--- config.mk ---
export PLATFORM = sky130hd
export DESIGN_NAME = quad_audio_downmix_router_unit
export DESIGN_NICKNAME = d
export VERILOG_FILES = /design/src/hw/rtl/qadr_pkg.sv /design/src/hw/rtl/qadr_gain_lane.sv /design/src/hw/rtl/qadr_mix_router.sv /design/src/hw/rtl/quad_audio_downmix_router_unit.sv
export SDC_FILE = /design/constraint.sdc
export NUM_CORES = 2
export LEC_CHECK = 0
export BUFFER_PORTS_ARGS = -buffer_cell sky130_fd_sc_hd__buf_4
export CAP_MARGIN = 25
export CORE_UTILIZATION = 38
export CTS_BUF_LIST = sky130_fd_sc_hd__clkbuf_16
export CTS_CLUSTER_DIAMETER = 100
export CTS_CLUSTER_SIZE = 25
export DETAILED_ROUTE_END_ITERATION = 7
export GPL_TIMING_DRIVEN = 0
export PLACE_DENSITY = 0.61
export SYNTH_ARGS = -nofsm -noshare
export SYNTH_HDL_FRONTEND = slang
export SYNTH_SLANG_ARGS = --single-unit
--- constraint.sdc ---
create_clock -name clk -period 15.63 [get_ports clk]
set_input_delay 3.9075 -clock clk [delete_from_list [all_inputs] [get_ports clk]]
set_output_delay 3.9075 -clock clk [all_outputs]
set_load 0.005 [all_outputs]
--- src/hw/rtl/qadr_pkg.sv ---
// Package for the four-channel downmix router: widths, register indexes,
// layout and host codes, reset values and the types shared by its modules.
// Depends on nothing; every other file of the block imports it.
package qadr_pkg;

    localparam int GAIN_W            = 16;
    localparam int OUT_W             = 16;
    localparam int SLOTS             = 4;
    localparam int CFG_IDX_W         = 3;
    localparam int CFG_DATA_W        = 16;
    localparam int COUNT_W           = 3;
    localparam int SAMPLE_BITS_DEF   = 18;
    localparam int GAIN_FRAC_DEF     = 15;

    typedef enum logic [CFG_IDX_W-1:0] {
        CFG_GAIN_FL    = 3'd0,
        CFG_GAIN_FR    = 3'd1,
        CFG_GAIN_RL    = 3'd2,
        CFG_GAIN_RR    = 3'd3,
        CFG_HOST       = 3'd4,
        CFG_LAYOUT     = 3'd5,
        CFG_SWAP       = 3'd6,
        CFG_RESERVED   = 3'd7
    } cfg_index_t;

    typedef enum logic [1:0] {
        HOST_ONE    = 2'd0,
        HOST_TWO    = 2'd1,
        HOST_FOUR   = 2'd2,
        HOST_UNUSED = 2'd3
    } host_t;

    typedef enum logic [2:0] {
        LAYOUT_MONO      = 3'd0,
        LAYOUT_STEREO_LR = 3'd1,
        LAYOUT_STEREO_RL = 3'd2,
        LAYOUT_QUAD_FLR  = 3'd3,
        LAYOUT_QUAD_FRL  = 3'd4,
        LAYOUT_QUAD_RLR  = 3'd5,
        LAYOUT_QUAD_RRL  = 3'd6,
        LAYOUT_SPLIT     = 3'd7
    } layout_t;

    localparam logic [GAIN_W-1:0]  GAIN_RESET = 16'd32768;

    localparam logic [COUNT_W-1:0] COUNT_ONE  = 3'd1;
    localparam logic [COUNT_W-1:0] COUNT_TWO  = 3'd2;
    localparam logic [COUNT_W-1:0] COUNT_FOUR = 3'd4;

    // Routing controls handed from the register bank to the router.
    typedef struct packed {
        host_t   host;
        layout_t layout;
        logic    swap;
    } route_cfg_t;

    typedef logic [SLOTS-1:0][OUT_W-1:0] slot_vec_t;

endpackage

--- src/hw/rtl/qadr_gain_lane.sv ---
// One gain lane: multiplies a signed sample by an unsigned Q1.15 gain and
// registers the exact product. Depends on qadr_pkg for the gain width.
module qadr_gain_lane #(
    parameter int SAMPLE_BITS = qadr_pkg::SAMPLE_BITS_DEF
) (
    input  logic                                          clk,
    input  logic                                          load,
    input  logic signed [SAMPLE_BITS-1:0]                 sample,
    input  logic        [qadr_pkg::GAIN_W-1:0]            gain,
    output logic signed [SAMPLE_BITS+qadr_pkg::GAIN_W:0]  product_reg
);
    import qadr_pkg::*;

    localparam int PROD_W = SAMPLE_BITS + GAIN_W + 1;

    logic signed [PROD_W-1:0] product_next;

    // The gain gets a zero sign bit so the product is signed by unsigned.
    assign product_next = PROD_W'(sample) * PROD_W'($signed({1'b0, gain}));

    always_ff @(posedge clk)
    begin
        if (load)
        begin
            product_reg <= product_next;
        end
    end

endmodule

--- src/hw/rtl/qadr_mix_router.sv ---
// Merging stage: forms pair and four-way mixes of the lane products, drops
// the fraction toward zero, saturates and routes to the slots. Uses qadr_pkg.
module qadr_mix_router #(
    parameter int SAMPLE_BITS    = qadr_pkg::SAMPLE_BITS_DEF,
    parameter int GAIN_FRAC_BITS = qadr_pkg::GAIN_FRAC_DEF
) (
    input  logic signed [SAMPLE_BITS+qadr_pkg::GAIN_W:0]  prod_fl,
    input  logic signed [SAMPLE_BITS+qadr_pkg::GAIN_W:0]  prod_fr,
    input  logic signed [SAMPLE_BITS+qadr_pkg::GAIN_W:0]  prod_rl,
    input  logic signed [SAMPLE_BITS+qadr_pkg::GAIN_W:0]  prod_rr,
    input  qadr_pkg::route_cfg_t                          route,
    output qadr_pkg::slot_vec_t                           slots,
    output logic [qadr_pkg::COUNT_W-1:0]                  count
);
    import qadr_pkg::*;

    localparam int PROD_W = SAMPLE_BITS + GAIN_W + 1;
    localparam int SUM_W  = PROD_W + 2;
    localparam logic signed [SUM_W-1:0] SAT_MAX = SUM_W'(32767);
    localparam logic signed [SUM_W-1:0] SAT_MIN = -SUM_W'(32768);

    // Divide by 2^(frac + extra) rounding toward zero, then clamp to 16 bits.
    function automatic logic [OUT_W-1:0] finish(input logic signed [SUM_W-1:0] v,
                                                input int extra);
        logic signed [SUM_W-1:0] bias;
        logic signed [SUM_W-1:0] q;
        bias = (SUM_W'(1) << (GAIN_FRAC_BITS + extra)) - SUM_W'(1);
        q = (v + (v[SUM_W-1] ? bias : SUM_W'(0))) >>> (GAIN_FRAC_BITS + extra);
        if (q > SAT_MAX)
        begin
            q = SAT_MAX;
        end
        else if (q < SAT_MIN)
        begin
            q = SAT_MIN;
        end
        return q[OUT_W-1:0];
    endfunction

    logic signed [SUM_W-1:0] fl, fr, rl, rr;
    logic [OUT_W-1:0] mono, mix_fl_rl, mix_fl_rr, mix_fr_rl, mix_fr_rr;
    logic [OUT_W-1:0] mix_front, mix_rear, one_fl, one_fr, one_rl, one_rr;
    logic             swap;

    assign fl = SUM_W'(prod_fl);
    assign fr = SUM_W'(prod_fr);
    assign rl = SUM_W'(prod_rl);
    assign rr = SUM_W'(prod_rr);

    assign mono      = finish(fl + fr + rl + rr, 2);
    assign mix_fl_rl = finish(fl + rl, 1);
    assign mix_fl_rr = finish(fl + rr, 1);
    assign mix_fr_rl = finish(fr + rl, 1);
    assign mix_fr_rr = finish(fr + rr, 1);
    assign mix_front = finish(fl + fr, 1);
    assign mix_rear  = finish(rl + rr, 1);
    assign one_fl    = finish(fl, 0);
    assign one_fr    = finish(fr, 0);
    assign one_rl    = finish(rl, 0);
    assign one_rr    = finish(rr, 0);

    // The reversed layouts flip the requested swap.
    assign swap = route.swap ^ ((route.layout == LAYOUT_STEREO_RL) ||
                                (route.layout == LAYOUT_QUAD_FRL) ||
                                (route.layout == LAYOUT_QUAD_RRL));

    always_comb
    begin
        slots = '0;
        count = COUNT_FOUR;
        unique case (route.host)
            HOST_ONE:
            begin
                slots[0] = mono;
                count    = COUNT_ONE;
            end
            HOST_TWO:
            begin
                slots[0] = swap ? mix_fr_rr : mix_fl_rl;
                slots[1] = swap ? mix_fl_rl : mix_fr_rr;
                count    = COUNT_TWO;
            end
            HOST_FOUR, HOST_UNUSED:
            begin
                unique case (route.layout)
                    LAYOUT_MONO:
                    begin
                        slots = {SLOTS{mono}};
                    end
                    LAYOUT_STEREO_LR, LAYOUT_STEREO_RL:
                    begin
                        slots[0] = swap ? mix_rear : mix_front;
                        slots[1] = swap ? mix_front : mix_rear;
                        slots[2] = swap ? mix_rear : mix_front;
                        slots[3] = swap ? mix_front : mix_rear;
                    end
                    LAYOUT_QUAD_FLR, LAYOUT_QUAD_FRL:
                    begin
                        slots[0] = swap ? one_fr : one_fl;
                        slots[1] = swap ? one_fl : one_fr;
                        slots[2] = swap ? one_rr : one_rl;
                        slots[3] = swap ? one_rl : one_rr;
                    end
                    LAYOUT_QUAD_RLR, LAYOUT_QUAD_RRL:
                    begin
                        slots[0] = swap ? one_rr : one_rl;
                        slots[1] = swap ? one_rl : one_rr;
                        slots[2] = swap ? one_fr : one_fl;
                        slots[3] = swap ? one_fl : one_fr;
                    end
                    LAYOUT_SPLIT:
                    begin
                        slots[0] = swap ? mix_fl_rr : mix_fl_rl;
                        slots[1] = swap ? mix_fl_rl : mix_fl_rr;
                        slots[2] = swap ? mix_fr_rr : mix_fr_rl;
                        slots[3] = swap ? mix_fr_rl : mix_fr_rr;
                    end
                    default:
                    begin
                        slots = '0;
                    end
                endcase
            end
            default:
            begin
                slots = '0;
            end
        endcase
    end

endmodule

--- src/hw/rtl/quad_audio_downmix_router_unit.sv ---
// Top level of the four-channel balance and downmix router: register bank,
// four gain lanes, the mix router and the output register.
// Depends on qadr_pkg, qadr_gain_lane and qadr_mix_router.
//
// Channel   Handshake             Word contents
// -------   --------------------  --------------------------------------------
// config    cfg_valid/cfg_ready   cfg_index (register number), cfg_data
// input     in_valid/in_ready     front_left, front_right, rear_left,
//                                 rear_right, block_end
// output    out_valid/out_ready   slot_0..slot_3, slot_count, block_end_out
//
// An accepted word is registered in the lane multipliers and again after the
// mix router before it appears on the output.
// One word is accepted per clock as long as the output side keeps taking
// words; the input stalls only when both stage registers hold words and the
// output word is not taken.
// Reset returns all gains to unity, four host slots, quad layout and no swap.
// Configuration writes are always accepted.
module quad_audio_downmix_router_unit #(
    parameter int SAMPLE_BITS    = qadr_pkg::SAMPLE_BITS_DEF,
    parameter int GAIN_FRAC_BITS = qadr_pkg::GAIN_FRAC_DEF
) (
    input  logic                                  clk,
    input  logic                                  rst_n,

    input  logic                                  cfg_valid,
    output logic                                  cfg_ready,
    input  logic [qadr_pkg::CFG_IDX_W-1:0]        cfg_index,
    input  logic [qadr_pkg::CFG_DATA_W-1:0]       cfg_data,

    input  logic                                  in_valid,
    output logic                                  in_ready,
    input  logic signed [SAMPLE_BITS-1:0]         front_left,
    input  logic signed [SAMPLE_BITS-1:0]         front_right,
    input  logic signed [SAMPLE_BITS-1:0]         rear_left,
    input  logic signed [SAMPLE_BITS-1:0]         rear_right,
    input  logic                                  block_end,

    output logic                                  out_valid,
    input  logic                                  out_ready,
    output logic signed [qadr_pkg::OUT_W-1:0]     slot_0,
    output logic signed [qadr_pkg::OUT_W-1:0]     slot_1,
    output logic signed [qadr_pkg::OUT_W-1:0]     slot_2,
    output logic signed [qadr_pkg::OUT_W-1:0]     slot_3,
    output logic [qadr_pkg::COUNT_W-1:0]          slot_count,
    output logic                                  block_end_out
);
    import qadr_pkg::*;

    localparam int PROD_W = SAMPLE_BITS + GAIN_W + 1;

    // Register bank. The user must keep the block idle whenever it is written;
    // the block does not enforce this. Lanes and router read the registers directly.
    logic [GAIN_W-1:0] gain_fl_reg, gain_fr_reg, gain_rl_reg, gain_rr_reg;
    route_cfg_t        route_reg;
    logic              cfg_write;

    assign cfg_ready = 1'b1;
    assign cfg_write = cfg_valid && cfg_ready;

    always_ff @(posedge clk or negedge rst_n)
    begin
        if (!rst_n)
        begin
            gain_fl_reg  <= GAIN_RESET;
            gain_fr_reg  <= GAIN_RESET;
            gain_rl_reg  <= GAIN_RESET;
            gain_rr_reg  <= GAIN_RESET;
            route_reg    <= '{host: HOST_FOUR, layout: LAYOUT_QUAD_FLR, swap: 1'b0};
        end
        else if (cfg_write)
        begin
            unique case (cfg_index_t'(cfg_index))
                CFG_GAIN_FL:  gain_fl_reg <= cfg_data;
                CFG_GAIN_FR:  gain_fr_reg <= cfg_data;
                CFG_GAIN_RL:  gain_rl_reg <= cfg_data;
                CFG_GAIN_RR:  gain_rr_reg <= cfg_data;
                CFG_HOST:     route_reg.host   <= host_t'(cfg_data[1:0]);
                CFG_LAYOUT:   route_reg.layout <= layout_t'(cfg_data[2:0]);
                CFG_SWAP:     route_reg.swap   <= cfg_data[0];
                CFG_RESERVED: ;
                default:      ;
            endcase
        end
    end

    // Pipeline flow control. The output register takes a new word when it
    // is empty or its word leaves; the lane stage moves with it, or when it is empty.
    logic s1_valid_reg, s1_block_end_reg;
    logic out_valid_reg;
    logic out_move, s1_move, in_take;

    assign out_move = !out_valid_reg || out_ready;
    assign s1_move  = !s1_valid_reg || out_move;
    assign in_ready = s1_move;
    assign in_take  = in_valid && in_ready;

    always_ff @(posedge clk or negedge rst_n)
    begin
        if (!rst_n)
        begin
            s1_valid_reg  <= 1'b0;
            out_valid_reg <= 1'b0;
        end
        else
        begin
            if (s1_move)
            begin
                s1_valid_reg <= in_valid;
            end
            if (out_move)
            begin
                out_valid_reg <= s1_valid_reg;
            end
        end
    end

    always_ff @(posedge clk)
    begin
        if (in_take)
        begin
            s1_block_end_reg <= block_end;
        end
    end

    // Four gain lanes, one per input channel.
    logic signed [PROD_W-1:0] prod_fl, prod_fr, prod_rl, prod_rr;

    qadr_gain_lane #(.SAMPLE_BITS(SAMPLE_BITS)) u_lane_fl (
        .clk(clk), .load(in_take), .sample(front_left),
        .gain(gain_fl_reg), .product_reg(prod_fl)
    );
    qadr_gain_lane #(.SAMPLE_BITS(SAMPLE_BITS)) u_lane_fr (
        .clk(clk), .load(in_take), .sample(front_right),
        .gain(gain_fr_reg), .product_reg(prod_fr)
    );
    qadr_gain_lane #(.SAMPLE_BITS(SAMPLE_BITS)) u_lane_rl (
        .clk(clk), .load(in_take), .sample(rear_left),
        .gain(gain_rl_reg), .product_reg(prod_rl)
    );
    qadr_gain_lane #(.SAMPLE_BITS(SAMPLE_BITS)) u_lane_rr (
        .clk(clk), .load(in_take), .sample(rear_right),
        .gain(gain_rr_reg), .product_reg(prod_rr)
    );

    // Merging stage: mixes, truncation, saturation and routing.
    slot_vec_t            slots_next;
    logic [COUNT_W-1:0]   count_next;

    qadr_mix_router #(
        .SAMPLE_BITS(SAMPLE_BITS),
        .GAIN_FRAC_BITS(GAIN_FRAC_BITS)
    ) u_router (
        .prod_fl(prod_fl), .prod_fr(prod_fr),
        .prod_rl(prod_rl), .prod_rr(prod_rr),
        .route(route_reg),
        .slots(slots_next),
        .count(count_next)
    );

    // Output register; it holds its word while the consumer stalls.
    slot_vec_t          slots_reg;
    logic [COUNT_W-1:0] slot_count_reg;
    logic               block_end_out_reg;

    always_ff @(posedge clk)
    begin
        if (out_move && s1_valid_reg)
        begin
            slots_reg         <= slots_next;
            slot_count_reg    <= count_next;
            block_end_out_reg <= s1_block_end_reg;
        end
    end

    assign out_valid     = out_valid_reg;
    assign slot_0        = slots_reg[0];
    assign slot_1        = slots_reg[1];
    assign slot_2        = slots_reg[2];
    assign slot_3        = slots_reg[3];
    assign slot_count    = slot_count_reg;
    assign block_end_out = block_end_out_reg;

    // A word in the lane stage is never dropped while the output stalls.
    assert property (@(posedge clk) disable iff (!rst_n)
        s1_valid_reg && !out_move |=> s1_valid_reg)
        else $error("lane stage word lost during an output stall");

    // An accepted input word always reaches the lane stage.
    assert property (@(posedge clk) disable iff (!rst_n)
        in_take |=> s1_valid_reg)
        else $error("accepted input word did not enter the lane stage");

    // The slot count is always one of the legal values.
    assert property (@(posedge clk) disable iff (!rst_n)
        out_valid_reg |-> (slot_count_reg == COUNT_ONE || slot_count_reg == COUNT_TWO ||
                           slot_count_reg == COUNT_FOUR))
        else $error("illegal slot count on a valid output word");

    // A one-slot word carries zeros in the unused slots.
    assert property (@(posedge clk) disable iff (!rst_n)
        out_valid_reg && slot_count_reg == COUNT_ONE |->
            slots_reg[1] == '0 && slots_reg[2] == '0 && slots_reg[3] == '0)
        else $error("unused slots not zero on a one-slot word");

endmodule

==> results.md <==
- Vias in the first global route: 68100
- Clock skew: ~29 ps
- Worst Setup Path Type: register to register
- Unrepaired setup endpoints after global routing: no
- Cell Area, Synth: between 70000 and 80000 um2
- Arrival time at the worst endpoint: 12290 ps
- Post-route met1 wirelength: between 100000 and 150000 um
- Crit path largest cell delay: 650 ps
- Final setup viols: 0
- FF+latch count, synth: 281
- Post-synth top flop: edfxtp_1
- Die area: between 200000 and 250000 um2
- CTS HTree Levels: 1
- Area of the multi-input gates: roughly 64000 um2
- Vias: just under 70000
- Postcts setup bufs: 0
- Worst setup SP type: register
- Max Slew Vio Count: 0
- Cells resized by post-CTS repair: 0
- Hold buffers post-CTS: 0
- Maximum root-to-sink buffer count: 3
- Fraction of layout cells with a size suffix above 1: 4.32%
- Final net count: approximately 11000
- Number of flops mapped to enable cells by yosys: 209
- Hold Path Depth: 0
- Wire per inst: about 24 um
- Hold path endpoint: block_end_out
- Post-Syn Instances: roughly 9100
- DRC violations left: 0
- F_max: approximately 0.084 GHz
- CP endpoint kind: register
- Ys Warns: 0
- Commonest non-fill, non-tap cell in the layout: inv_1
- Status: finished clean
- Crit path buf inv count: 5
- Hold WC Path Type: register to register
- Crit share post-route: around 77%
- Pre-antenna DRT Iters: 6
- Uppermost routed layer: met5
- Initial antenna violation count: 11
- Most frequent cells in the layout: inv_1 (1525), fa_1 (1214), nand2_1 (1063)
- Maximum fanout along the worst path: 10
- Setup TNS Final: 0 ps
- Routed vias/inst: ~5.6
- Root Driver: clkbuf_16
- Clock slew at reported path FFs: 90 ps
- Placed cell area: 83700 um2
- Post-layout min period: roughly 12000 ps
- Metal3 WL: around 25000 um
- Antenna viol nets, final: 0
- Global route overflow: 0
- Fin area: roughly 85000 um2
- Synth Net Count: 11200
- Slowest cell on the critical path: edfxtp_1
- Initial DRC count: 6524
- CTS tree: done
- CTS Buf Count: 19
- Initial Util: a little under two fifths
- Worst skew pair latency: between 500 and 600 ps
- Required @ worst endpoint: around 16000 ps
- PortBufs: between 150 and 200
- Max_cap viols: 0
- Cell variety after synth: 105
- Die Wd: between 400 and 500 um
- Cell mode on critical path: o21ai_0
- Sequential area share after synthesis: 10.3%
- First-pass GRT wire length: roughly 430000 um
- RR Endpoint: slot_1[14]
- Measured slew at the worst slew-check pin: between 1000 and 1500 ps
- Reg2Reg Depth: 38
- CTS sink count: about 280
- Gpl congestion: 1.04
- Synthesis-to-layout area growth: 7.23%
- Fill cell count: about 20000
- Largest delay contributor family on the critical path: compound AO/OA/AOI/OAI gates
- WL met2: roughly 120000 um
- Core area: between 200000 and 250000 um2
- Worst Hold Launch: s1_block_end_reg
- Reg-to-reg slack, setup: around 3700 ps
- IO Pins: roughly 170
- FF+latch area: between 8000 and 9000 um2
- Worst slew margin: between 15 and 20%
- Final hold viol count: 0
- Post-synth ARST share: between 20% and 30%
- Post-DP HPWL: between 200000 and 250000 um
- Syn avg cell area: approximately 8.6 um2
- Routed wire length: slightly below 300000 um
- Die outline height: between 400 and 500 um
- Largest net degree at the start of global routing: 69
- # rows: 166
- R2R Path Start: u_lane_fr.product_reg[0]
- GRT Util Overall: between 20% and 30%
worst reg2reg max path, delay by kind of cell, from the launching register on:
kind	cells	cell delay, ps
AO/OA/AOI/OAI	16	5150
buffers and inverters	5	1260
flip-flops	1	650
AND/OR/NAND/NOR	11	2700
adder cells (fa/ha/maj)	5	1670
multiplexers	1	280
synthesized netlist by cell type, drive strengths merged (14+ instances only):
library cell,n,share of area [%]
nand2,1063,5.1
o21a,56,0.53
and4,14,0.16
nor2,421,2.0
buf,19,0.12
o21bai,38,0.36
a31oi,70,0.58
a311oi,15,0.18
nor3b,20,0.19
o31ai,37,0.40
o22ai,42,0.33
inv,1521,7.2
nand3b,15,0.14
nor4,25,0.21
a21boi,18,0.18
a22oi,21,0.20
a2111oi,19,0.21
a211o,21,0.23
a221oi,16,0.20
and3,65,0.52
and2,557,4.4
o21ai,329,2.1
ha,756,12
mux2,73,1.0
o211ai,70,0.67
nand3,163,1.0
o31a,17,0.19
mux2i,26,0.33
nand4,60,0.48
or2,33,0.26
clkbuf,295,1.4
nor2b,56,0.44
edfxtp,209,8.0
fa,1214,31
a211oi,76,0.75
xnor2,333,3.7
xor2,155,1.7
a21o,182,1.7
dfrtp,65,2.1
a31o,17,0.19
or3,35,0.28
o2111ai,29,0.34
a21oi,439,2.8
nor3,162,1.0
nand2b,64,0.51
metrics by stage:
| stage | instances | setup slack (ps) | utilization (%) | hold WS [ps] |
|---|---|---|---|---|
| after floorplan | 9135 | 5410 | - | 400 |
| after global placement | 12000 | 4020 | 40.6 | 405 |
| after detailed placement | 12000 | 4000 | 40.8 | 419 |
| after CTS | 12000 | 3990 | 41.1 | 442 |
| after global routing | 12000 | 3550 | 41.1 | 465 |
| final | 12100 | 3650 | 41.1 | 440 |
cell families (layout without fill, tap and decap cells):
family / after synthesis / count (layout) / synth area share [%]
compound gates: 1667 / 1667 / 14.1
flops: 281 / 281 / 10.3
other cells: 1 / 26 / 0.00476
fa+ha+maj: 1970 / 1970 / 42.8
mux: 99 / 99 / 1.37
simple gates: 2792 / 2792 / 17.2
xor+xnor: 488 / 488 / 5.42
buf+inv: 1837 / 2058 / 8.78
worst max path at each step:
stage / from / end / slack [ps] / depth (start not counted)
after floorplan: front_right[10] / u_lane_fr.product_reg[33] / 5410 / 25
after global placement: u_lane_fr.product_reg[0] / slot_1[14] / 4020 / 36
after detailed placement: rear_right[10] / u_lane_rr.product_reg[34] / 4000 / 25
after CTS: u_lane_fr.product_reg[0] / slot_1[14] / 3990 / 36
after global routing: u_lane_fr.product_reg[0] / slot_1[14] / 3550 / 38
final: u_lane_fr.product_reg[0] / slot_1[14] / 3650 / 38
layout make-up:
class                      count  area share (%)
multi-input combinational   7017            75.5
sequential                   281            9.57
inverter                    1523            6.76
tap                         2688            3.98
timing repair buffer         188            1.88
buffer                       314            1.42
clock buffer                  20           0.592
clock inverter                13           0.188
antenna                       25          0.0740
metal layers:
metal / GRT usage, % / up-vias
met1: 37.7 / 33800
met3: 4.73 / 578
met4: 12.4 / 10
li1: - / 30500
met5: 0 / -
met2: 42.1 / 2974
Power is left out: the tool's default activity adds up to more than one toggle a clock period on the data nets, which glitch-free logic cannot reach.
